==> src/arc_pkg.sv <==
// ----------------------------------------------------------------------------
// arc_pkg
// Shared widths, codes and types of the axis range colormap unit.
// ----------------------------------------------------------------------------
package arc_pkg;

    localparam int COORD_W     = 32;
    localparam int LEVEL_W     = 8;
    localparam int CHAN_W      = 8;
    localparam int AXIS_W      = 2;
    localparam int CMAP_W      = 3;
    localparam int CFG_DATA_W  = 3;
    localparam int CFG_INDEX_W = 1;
    localparam int QUEUE_DEPTH = 2;
    localparam int QPTR_W      = $clog2(QUEUE_DEPTH);
    localparam int QCNT_W      = $clog2(QUEUE_DEPTH + 1);

    // register indexes
    localparam logic [CFG_INDEX_W-1:0] REG_AXIS_SELECT = 1'd0;
    localparam logic [CFG_INDEX_W-1:0] REG_COLOR_MAP   = 1'd1;

    // item commands
    localparam logic CMD_MEASURE  = 1'b0;
    localparam logic CMD_COLORIZE = 1'b1;

    // axis codes
    localparam logic [AXIS_W-1:0] AXIS_X = 2'd0;
    localparam logic [AXIS_W-1:0] AXIS_Y = 2'd1;
    localparam logic [AXIS_W-1:0] AXIS_Z = 2'd2;

    // colormap codes
    localparam logic [CMAP_W-1:0] CMAP_BLUE_RED      = 3'd0;
    localparam logic [CMAP_W-1:0] CMAP_GREEN_MAGENTA = 3'd1;
    localparam logic [CMAP_W-1:0] CMAP_WHITE_RED     = 3'd2;
    localparam logic [CMAP_W-1:0] CMAP_GREY_RED      = 3'd3;
    localparam logic [CMAP_W-1:0] CMAP_RAINBOW       = 3'd4;

    typedef enum logic [1:0] {
        LVL_ZERO,
        LVL_FULL,
        LVL_DIV
    } level_class_t;

    // one colorize item as the front part hands it over
    typedef struct packed {
        level_class_t       cls;
        logic [COORD_W-1:0] diff;   // c - min
        logic [COORD_W-1:0] span;   // max - min
    } entry_t;

endpackage

==> src/arc_queue.sv <==
// ----------------------------------------------------------------------------
// arc_queue
// Two-entry queue of classified colorize items between front and back.
// ----------------------------------------------------------------------------
module arc_queue
(
    input  logic            clk,
    input  logic            rst_n,
    input  logic            push,
    input  arc_pkg::entry_t push_data,
    output logic            full,
    input  logic            pop,
    output arc_pkg::entry_t head,
    output logic            empty
);

    arc_pkg::entry_t                     mem_reg [arc_pkg::QUEUE_DEPTH];
    logic [arc_pkg::QPTR_W-1:0]          wr_ptr_reg;
    logic [arc_pkg::QPTR_W-1:0]          rd_ptr_reg;
    logic [arc_pkg::QCNT_W-1:0]          count_reg;

    assign full  = (count_reg == arc_pkg::QCNT_W'(arc_pkg::QUEUE_DEPTH));
    assign empty = (count_reg == '0);
    assign head  = mem_reg[rd_ptr_reg];

    always_ff @(posedge clk)
    begin
        if (push)
        begin
            mem_reg[wr_ptr_reg] <= push_data;
        end
    end

    always_ff @(posedge clk or negedge rst_n)
    begin
        if (!rst_n)
        begin
            wr_ptr_reg <= '0;
            rd_ptr_reg <= '0;
            count_reg  <= '0;
        end
        else
        begin
            if (push)
            begin
                wr_ptr_reg <= arc_pkg::QPTR_W'(wr_ptr_reg + 1'b1);
            end
            if (pop)
            begin
                rd_ptr_reg <= arc_pkg::QPTR_W'(rd_ptr_reg + 1'b1);
            end
            if (push && !pop)
            begin
                count_reg <= arc_pkg::QCNT_W'(count_reg + 1'b1);
            end
            else if (pop && !push)
            begin
                count_reg <= arc_pkg::QCNT_W'(count_reg - 1'b1);
            end
        end
    end

endmodule

==> src/arc_front.sv <==
// ----------------------------------------------------------------------------
// arc_front
// Accepts items, tracks the min/max of the selected axis on measure beats and
// classifies colorize beats against the current range for the back part.
// ----------------------------------------------------------------------------
module arc_front
(
    input  logic                               clk,
    input  logic                               rst_n,
    input  logic [arc_pkg::AXIS_W-1:0]         axis_select,
    input  logic                               in_valid,
    output logic                               in_ready,
    input  logic                               cmd,
    input  logic                               first,
    input  logic signed [arc_pkg::COORD_W-1:0] coord_x,
    input  logic signed [arc_pkg::COORD_W-1:0] coord_y,
    input  logic signed [arc_pkg::COORD_W-1:0] coord_z,
    input  logic                               queue_full,
    output logic                               push,
    output arc_pkg::entry_t                    push_data
);

    logic signed [arc_pkg::COORD_W-1:0] range_low_reg;
    logic signed [arc_pkg::COORD_W-1:0] range_high_reg;
    logic signed [arc_pkg::COORD_W-1:0] coord;
    logic                               accept;

    always_comb
    begin
        case (axis_select)
            arc_pkg::AXIS_X: coord = coord_x;
            arc_pkg::AXIS_Y: coord = coord_y;
            default:         coord = coord_z;
        endcase
    end

    assign in_ready = !queue_full;
    assign accept   = in_valid && in_ready;
    assign push     = accept && (cmd == arc_pkg::CMD_COLORIZE);

    always_comb
    begin
        push_data.diff = arc_pkg::COORD_W'(coord - range_low_reg);
        push_data.span = arc_pkg::COORD_W'(range_high_reg - range_low_reg);
        if (range_low_reg == range_high_reg || coord <= range_low_reg)
        begin
            push_data.cls = arc_pkg::LVL_ZERO;
        end
        else if (coord >= range_high_reg)
        begin
            push_data.cls = arc_pkg::LVL_FULL;
        end
        else
        begin
            push_data.cls = arc_pkg::LVL_DIV;
        end
    end

    always_ff @(posedge clk or negedge rst_n)
    begin
        if (!rst_n)
        begin
            range_low_reg  <= '0;
            range_high_reg <= '0;
        end
        else if (accept && cmd == arc_pkg::CMD_MEASURE)
        begin
            if (first)
            begin
                range_low_reg  <= coord;
                range_high_reg <= coord;
            end
            else
            begin
                if (coord < range_low_reg)
                begin
                    range_low_reg <= coord;
                end
                if (coord > range_high_reg)
                begin
                    range_high_reg <= coord;
                end
            end
        end
    end

endmodule

==> src/arc_back.sv <==
// ----------------------------------------------------------------------------
// arc_back
// Takes classified items from the queue, divides for the level with a
// restoring divider one quotient bit per cycle, maps the level to RGB and
// holds the color in the output register.
// ----------------------------------------------------------------------------
module arc_back
(
    input  logic                             clk,
    input  logic                             rst_n,
    input  logic [arc_pkg::CMAP_W-1:0]       color_map,
    input  arc_pkg::entry_t                  head,
    input  logic                             empty,
    output logic                             pop,
    output logic                             out_valid,
    input  logic                             out_ready,
    output logic [arc_pkg::CHAN_W-1:0]       red,
    output logic [arc_pkg::CHAN_W-1:0]       green,
    output logic [arc_pkg::CHAN_W-1:0]       blue
);

    localparam int NUM_W = arc_pkg::COORD_W + 9;
    localparam int DEN_W = arc_pkg::COORD_W + arc_pkg::LEVEL_W;
    localparam int CNT_W = $clog2(arc_pkg::LEVEL_W);

    typedef enum logic [1:0] {
        ST_IDLE,
        ST_DIV,
        ST_DONE
    } state_t;

    state_t                          state_reg;
    logic [NUM_W-1:0]                num_reg;
    logic [DEN_W-1:0]                den_reg;
    logic [CNT_W-1:0]                cnt_reg;
    logic [arc_pkg::LEVEL_W-1:0]     level_reg;
    logic                            out_valid_reg;
    logic [arc_pkg::CHAN_W-1:0]      red_reg;
    logic [arc_pkg::CHAN_W-1:0]      green_reg;
    logic [arc_pkg::CHAN_W-1:0]      blue_reg;

    logic [NUM_W-1:0]                head_num;
    logic                            ge;
    logic                            out_load;
    logic [arc_pkg::CHAN_W-1:0]      red_next;
    logic [arc_pkg::CHAN_W-1:0]      green_next;
    logic [arc_pkg::CHAN_W-1:0]      blue_next;
    logic [arc_pkg::CHAN_W-1:0]      dbl;

    // 510*d + r, the numerator of the rounded level
    assign head_num = {head.diff, 9'b0} - {8'b0, head.diff, 1'b0}
                    + NUM_W'(head.span);
    assign ge       = num_reg >= {1'b0, den_reg};
    assign pop      = (state_reg == ST_IDLE) && !empty;
    assign out_load = (state_reg == ST_DONE) && (!out_valid_reg || out_ready);

    // 2*v mod 256 serves both halves of the rainbow
    assign dbl = {level_reg[arc_pkg::LEVEL_W-2:0], 1'b0};

    always_comb
    begin
        case (color_map)
            arc_pkg::CMAP_BLUE_RED:
            begin
                red_next   = level_reg;
                green_next = '0;
                blue_next  = 8'd255 - level_reg;
            end
            arc_pkg::CMAP_GREEN_MAGENTA:
            begin
                red_next   = level_reg;
                green_next = 8'd255 - level_reg;
                blue_next  = level_reg;
            end
            arc_pkg::CMAP_WHITE_RED:
            begin
                red_next   = 8'd255;
                green_next = 8'd255 - level_reg;
                blue_next  = 8'd255 - level_reg;
            end
            arc_pkg::CMAP_GREY_RED:
            begin
                if (level_reg > 8'd128)
                begin
                    red_next   = 8'd255;
                    green_next = '0;
                    blue_next  = '0;
                end
                else
                begin
                    red_next   = 8'd128;
                    green_next = 8'd128;
                    blue_next  = 8'd128;
                end
            end
            default:
            begin
                red_next   = (level_reg > 8'd128) ? dbl : '0;
                green_next = (level_reg < 8'd128) ? dbl : 8'd255 - dbl;
                blue_next  = (level_reg < 8'd128) ? 8'd255 - dbl : '0;
            end
        endcase
    end

    always_ff @(posedge clk or negedge rst_n)
    begin
        if (!rst_n)
        begin
            state_reg     <= ST_IDLE;
            num_reg       <= '0;
            den_reg       <= '0;
            cnt_reg       <= '0;
            level_reg     <= '0;
            out_valid_reg <= 1'b0;
            red_reg       <= '0;
            green_reg     <= '0;
            blue_reg      <= '0;
        end
        else
        begin
            if (out_load)
            begin
                out_valid_reg <= 1'b1;
                red_reg       <= red_next;
                green_reg     <= green_next;
                blue_reg      <= blue_next;
            end
            else if (out_ready)
            begin
                out_valid_reg <= 1'b0;
            end
            case (state_reg)
                ST_IDLE:
                begin
                    if (!empty)
                    begin
                        case (head.cls)
                            arc_pkg::LVL_DIV:
                            begin
                                num_reg   <= head_num;
                                den_reg   <= {head.span, 8'b0};
                                cnt_reg   <= CNT_W'(arc_pkg::LEVEL_W - 1);
                                level_reg <= '0;
                                state_reg <= ST_DIV;
                            end
                            arc_pkg::LVL_FULL:
                            begin
                                level_reg <= '1;
                                state_reg <= ST_DONE;
                            end
                            default:
                            begin
                                level_reg <= '0;
                                state_reg <= ST_DONE;
                            end
                        endcase
                    end
                end
                ST_DIV:
                begin
                    level_reg <= {level_reg[arc_pkg::LEVEL_W-2:0], ge};
                    if (ge)
                    begin
                        num_reg <= num_reg - {1'b0, den_reg};
                    end
                    den_reg <= den_reg >> 1;
                    if (cnt_reg == '0)
                    begin
                        state_reg <= ST_DONE;
                    end
                    else
                    begin
                        cnt_reg <= CNT_W'(cnt_reg - 1'b1);
                    end
                end
                ST_DONE:
                begin
                    // hold the level until the output register is free
                    if (out_load)
                    begin
                        state_reg <= ST_IDLE;
                    end
                end
                default:
                begin
                    state_reg <= ST_IDLE;
                end
            endcase
        end
    end

    assign out_valid = out_valid_reg;
    assign red       = red_reg;
    assign green     = green_reg;
    assign blue      = blue_reg;

endmodule

==> src/axis_range_colormap_unit.sv <==
// ----------------------------------------------------------------------------
// axis_range_colormap_unit
// Min/max normalized pseudocolor map of one coordinate axis of a point cloud.
// ----------------------------------------------------------------------------
// Usage: send the cloud twice on the input channel (valid/ready). Measure
// beats (cmd 0) track the min and max of the selected axis; a beat with first
// set restarts the range from its own coordinate. Measure beats give no
// result and are taken one per cycle while the queue has room.
// Colorize beats (cmd 1) each give one red/green/blue beat on the output
// channel (valid/ready), in order. A colorize beat is classified against the
// range at its acceptance and parked in a two-entry queue; the back part then
// runs a restoring divider, one quotient bit per cycle, for the level; a point
// outside or on the range skips the divider. The back part takes its next item
// once the color is loaded; the queue takes colorize beats meanwhile. A
// stalled receiver holds the color in the output register; the back part
// finishes its next item and the queue fills, after which in_ready drops.
// Reset clears the range to zero, axis_select to y and color_map to rainbow.
// Write axis_select (index 0) and color_map (index 1) through cfg_write only
// while the block is idle.
// ----------------------------------------------------------------------------
module axis_range_colormap_unit
(
    input  logic                                  clk,
    input  logic                                  rst_n,
    input  logic                                  cfg_write,
    input  logic [arc_pkg::CFG_INDEX_W-1:0]       cfg_index,
    input  logic [arc_pkg::CFG_DATA_W-1:0]        cfg_data,
    input  logic                                  in_valid,
    output logic                                  in_ready,
    input  logic                                  cmd,
    input  logic                                  first,
    input  logic signed [arc_pkg::COORD_W-1:0]    coord_x,
    input  logic signed [arc_pkg::COORD_W-1:0]    coord_y,
    input  logic signed [arc_pkg::COORD_W-1:0]    coord_z,
    output logic                                  out_valid,
    input  logic                                  out_ready,
    output logic [arc_pkg::CHAN_W-1:0]            red,
    output logic [arc_pkg::CHAN_W-1:0]            green,
    output logic [arc_pkg::CHAN_W-1:0]            blue
);

    logic [arc_pkg::AXIS_W-1:0] axis_select_reg;
    logic [arc_pkg::CMAP_W-1:0] color_map_reg;

    logic            push;
    arc_pkg::entry_t push_data;
    logic            queue_full;
    logic            pop;
    arc_pkg::entry_t head;
    logic            queue_empty;

    always_ff @(posedge clk or negedge rst_n)
    begin
        if (!rst_n)
        begin
            axis_select_reg <= arc_pkg::AXIS_Y;
            color_map_reg   <= arc_pkg::CMAP_RAINBOW;
        end
        else if (cfg_write)
        begin
            case (cfg_index)
                arc_pkg::REG_AXIS_SELECT: axis_select_reg <= cfg_data[arc_pkg::AXIS_W-1:0];
                arc_pkg::REG_COLOR_MAP:   color_map_reg   <= cfg_data[arc_pkg::CMAP_W-1:0];
                default:                  ;
            endcase
        end
    end

    arc_front u_front
    (
        .clk         (clk),
        .rst_n       (rst_n),
        .axis_select (axis_select_reg),
        .in_valid    (in_valid),
        .in_ready    (in_ready),
        .cmd         (cmd),
        .first       (first),
        .coord_x     (coord_x),
        .coord_y     (coord_y),
        .coord_z     (coord_z),
        .queue_full  (queue_full),
        .push        (push),
        .push_data   (push_data)
    );

    arc_queue u_queue
    (
        .clk       (clk),
        .rst_n     (rst_n),
        .push      (push),
        .push_data (push_data),
        .full      (queue_full),
        .pop       (pop),
        .head      (head),
        .empty     (queue_empty)
    );

    arc_back u_back
    (
        .clk       (clk),
        .rst_n     (rst_n),
        .color_map (color_map_reg),
        .head      (head),
        .empty     (queue_empty),
        .pop       (pop),
        .out_valid (out_valid),
        .out_ready (out_ready),
        .red       (red),
        .green     (green),
        .blue      (blue)
    );

endmodule

==> config.mk <==
export PLATFORM = sky130hd
export DESIGN_NAME = axis_range_colormap_unit
export DESIGN_NICKNAME = d
export VERILOG_FILES = /design/src/arc_pkg.sv /design/src/arc_queue.sv /design/src/arc_front.sv /design/src/arc_back.sv /design/src/axis_range_colormap_unit.sv
export SDC_FILE = /design/constraint.sdc
export NUM_CORES = 1
export LEC_CHECK = 0
export BUFFER_PORTS_ARGS = -buffer_cell sky130_fd_sc_hd__buf_2
export CORE_MARGIN = 2
export CORE_UTILIZATION = 60
export DETAILED_ROUTE_END_ITERATION = 10
export GPL_TIMING_DRIVEN = 0
export PLACE_DENSITY_LB_ADDON = 0.05
export SLEW_MARGIN = 20
export SYNTH_ARGS = -nofsm -noshare
export SYNTH_HDL_FRONTEND = slang
export SYNTH_SLANG_ARGS = --single-unit
==> constraint.sdc <==
create_clock -name clk -period 5.95 [get_ports clk]
set_clock_uncertainty 0.05 [all_clocks]
set_input_delay 0.2975 -clock clk [delete_from_list [all_inputs] [get_ports clk]]
set_output_delay 0.2975 -clock clk [all_outputs]
set_load 0.005 [all_outputs]
==> run_summary.xml <==
<?xml version="1.0" encoding="UTF-8"?>
<metrics>
  <group name="status">
    <metric name="status" unit="">finished clean</metric>
  </group>
  <group name="setup_path">
    <metric name="crit_path_max_fanout" unit="">10</metric>
    <metric name="critical_path.endpoint" unit="">u_front.range_low_reg[25]</metric>
    <metric name="r2r_setup_slack" unit="ps">330</metric>
    <metric name="critical_path_startpoint_category" unit="">register</metric>
    <metric name="timing.rr.start" unit="">axis_select_reg[0]</metric>
    <metric name="setup.worst_path.start" unit="">axis_select_reg[0]</metric>
    <metric name="critical_path_class" unit="">reg -&gt; reg</metric>
    <metric name="worst_setup_path_end_kind" unit="">register</metric>
    <metric name="worst_flop_to_flop_path_endpoint" unit="">u_front.range_low_reg[25]</metric>
    <metric name="timing.reg2reg.worst_path_depth" unit="">19</metric>
    <metric name="worstPathArrival" unit="ps">6010</metric>
    <metric name="critPathRequiredTime" unit="ps">6340</metric>
  </group>
  <group name="clock_tree">
    <metric name="clock_tree.htree_level_count" unit="">2</metric>
    <metric name="tritoncts_num_sinks" unit="">324</metric>
    <metric name="cts_tree" unit="">done</metric>
    <metric name="ctsLongestPathBuffers" unit="">3</metric>
    <metric name="insertion_delay" unit="ps">560</metric>
    <metric name="clock_tree.root_cell" unit="">clkbuf_16</metric>
    <metric name="postCtsSetupBuffers" unit="">0</metric>
    <metric name="cts_inserted_buffers" unit="">38</metric>
    <metric name="clkTransAtPathRegs" unit="ps">60</metric>
  </group>
  <group name="synth">
    <metric name="synth-seq-cells" unit="">324</metric>
    <metric name="post_synth_edffs" unit="">132</metric>
    <metric name="synth_async_sr_flop_share" unit="%">59.3</metric>
    <metric name="syn-mean-instance-area" unit="um2">9.44</metric>
    <metric name="synth_top_cell_area_share" unit="%">20.9</metric>
    <metric name="synth_largest_area_cell" unit="">dfrtp_1</metric>
    <metric name="synth_area_leaders" unit="">dfrtp_1 21%, edfxtp_1 17%, ha_1 11%, mux2i_1 4.8%, a21oi_1 4.5%</metric>
    <metric name="synth_fp_nets" unit="">2742</metric>
    <metric name="yosysUniqueCellTypes" unit="">78</metric>
    <metric name="mappedNetlistArea" unit="mm2">0.0228</metric>
    <metric name="synth_warnings" unit="">0</metric>
    <metric name="postSynth.topFlopCell" unit="">dfrtp_1</metric>
    <metric name="sequential_share_of_the_synthesized_area" unit="%">38.5</metric>
    <metric name="post_synth_inst_count" unit="">2415</metric>
  </group>
  <group name="placed_design">
    <metric name="port-buffer-count" unit="">132</metric>
    <metric name="hpwl" unit="mm">47.2</metric>
    <metric name="place.gp.congestion" unit="">0.898</metric>
    <metric name="detailed_place.area" unit="mm2">0.0243</metric>
  </group>
  <group name="layout">
    <metric name="leading_cell_types_in_the_layout_fill_and_taps_excluded" unit="">224 x inv_1, 208 x nand2_1, 203 x a21oi_1</metric>
    <metric name="fin_util" unit="%">68.0</metric>
    <metric name="num-fill-cells" unit="">3010</metric>
    <metric name="area_delta_synth_final" unit="%">12.1</metric>
    <metric name="drive_above_1_share" unit="%">12.3</metric>
    <metric name="finish.instance_area" unit="mm2">0.0256</metric>
    <metric name="num-nets-final" unit="">2923</metric>
    <metric name="final_common_cell" unit="">inv_1</metric>
    <metric name="n_antenna_cell" unit="">0</metric>
    <metric name="largest_register_ff_count" unit="">132</metric>
  </group>
  <group name="floorplan">
    <metric name="die_width" unit="um">199</metric>
    <metric name="io-pin-count" unit="">133</metric>
    <metric name="initial_core_util" unit="%">60.7</metric>
    <metric name="core_area" unit="mm2">0.0376</metric>
    <metric name="die_area" unit="mm2">0.0396</metric>
    <metric name="dieHeight" unit="um">199</metric>
    <metric name="standard_cell_row_count" unit="">71</metric>
  </group>
  <group name="detailed_routing">
    <metric name="drt_wl_total" unit="mm">59.6</metric>
    <metric name="drt_pre_antenna_iters" unit="">5</metric>
    <metric name="routed_via_density" unit="">5.82</metric>
    <metric name="routed_wire_length_per_instance" unit="um">19.0</metric>
    <metric name="detail-route-antenna-nets" unit="">0</metric>
    <metric name="drt_first_iter_violations" unit="">1120</metric>
    <metric name="num_vias" unit="">18252</metric>
    <metric name="detail_route.drc_violations" unit="">0</metric>
  </group>
  <group name="sta">
    <metric name="timing.slew.headroom" unit="%">38.4</metric>
    <metric name="hold_viol_final" unit="">0</metric>
    <metric name="setup-violations-final" unit="">0</metric>
    <metric name="min_period_over_period" unit="%">94.4</metric>
    <metric name="report.final.slew_viol_count" unit="">0</metric>
    <metric name="timing.final.crit_period" unit="ps">5620</metric>
    <metric name="fmax" unit="GHz">0.178</metric>
    <metric name="fin_tns_setup" unit="ps">0</metric>
    <metric name="setup_repair_after_global_routing_missed_its_margin" unit="">no</metric>
    <metric name="worstMarginPinSlew" unit="ps">924</metric>
  </group>
  <group name="global_route">
    <metric name="grt_pass1_wl" unit="mm">94.1</metric>
    <metric name="grt_pass1_vias" unit="">17800</metric>
    <metric name="global_route.overflow_total" unit="">0</metric>
    <metric name="antenna_found_initial" unit="">1</metric>
    <metric name="pin_count_of_the_biggest_net_entering_global_routing" unit="">98</metric>
    <metric name="groute.usage.overall" unit="%">30.6</metric>
  </group>
  <group name="flow_run">
    <metric name="max_cap_violations" unit="">0</metric>
  </group>
  <group name="min_path">
    <metric name="min-delay-path-class" unit="">in -&gt; reg</metric>
  </group>
</metrics>
-- synth_stat cells (20+ instances only) --
cell type	n
xnor2_1	90
nand2b_1	20
nor2_1	178
nor3_1	29
xor2_1	41
inv_1	224
edfxtp_1	132
ha_1	193
nand2_1	208
mux2i_1	109
a31oi_1	25
nor2b_1	24
o21ai_0	169
o21bai_1	22
dfrtp_1	190
a21o_1	92
fa_1	27
clkbuf_1	72
a21oi_1	203
nand3_1	41
nand4_1	25
mux2_2	78
-- critical path: stages (launching register included) --
cell      delay [ps]
dfstp_2          510
clkbuf_1         260
buf_2            380
mux2i_1          220
o21ai_0          120
inv_1            160
ha_1             180
inv_1             60
fa_1             420
a21oi_1          200
o22ai_1          160
o41a_1           390
a41o_1           300
a221o_1          390
a41oi_2          340
o31a_2           230
o221ai_2         180
a21boi_4         400
buf_6            210
mux2_2           340
-- per-layer routing --
| metal | routed length [um] | global-route usage (%) | up-vias | part of all wire, % |
|---|---|---|---|---|
| met4 | 1570 | 9.62 | 0 | 2.6 |
| met5 | 0 | 0 | - | 0 |
| met1 | 26900 | 41.4 | 8646 | 45 |
| li1 | - | - | 8964 | - |
| met3 | 2620 | 2.75 | 108 | 4.4 |
| met2 | 28500 | 52.3 | 534 | 48 |
-- worst min-delay path by stage --
| stage | startpoint | to | slack [ps] | depth (start not counted) |
|---|---|---|---|---|
| 2_1_floorplan | rst_n | axis_select_reg[1] | -50 | 0 |
| 3_3_place_gp | u_back.cnt_reg[0] | u_back.cnt_reg[0] | 400 | 1 |
| 3_5_place_dp | rst_n | u_back.green[0] | 50 | 1 |
| 4_1_cts | out_ready | u_back.out_valid | 30 | 3 |
| 5_1_grt | out_ready | u_back.out_valid | 70 | 3 |
| 6_report | out_ready | u_back.out_valid | 50 | 3 |
-- stage by stage --
step | worst slack [ps] | std cells | hold slack, ps
after CTS | 85.8 | 3138 | 30.9
final | 331 | 3137 | 48.7
after global routing | 13.0 | 3137 | 74.9
after global placement | -595 | 3058 | 401
after detailed placement | -649 | 3064 | 50.4
after floorplan | 899 | 2415 | -48.1
-- cell families (layout without fill, tap and decap cells) --
kind of cell	Yosys count	in the layout	share of synthesized area, %
AOI/OAI and AO/OA	648	648	17.7
and+or+nand+nor	582	582	11.5
DFF	324	324	38.5
buffers and inverters	319	530	5.42
adders and majority gates	220	220	13.0
muxes	191	191	8.84
xor gates and xnor gates	131	131	5.03
-- repair_timing --
item / CTS / global route
gates cloned: 0 / 0
hold buffers: 4 / 0
resized for setup: 7 / 6
endpoints found under the setup margin: 50 / 23
hold endpoints to repair: 193 / 0
-- area by class of cell --
type                    instances  area [um2]  area share, %
multi-input cells            1772       12800           50.1
flip-flops and latches        324        8770           34.3
clock buffers                  48        1010           3.95
repair buffers                142         868           3.40
inverters                     224         841           3.29
well taps                     511         639           2.50
plain buffers                  94         400           1.57
clock inverters                22         218          0.852
Power is left out: the tool's default activity adds up to more than one toggle a clock period on the data nets, which glitch-free logic cannot reach.
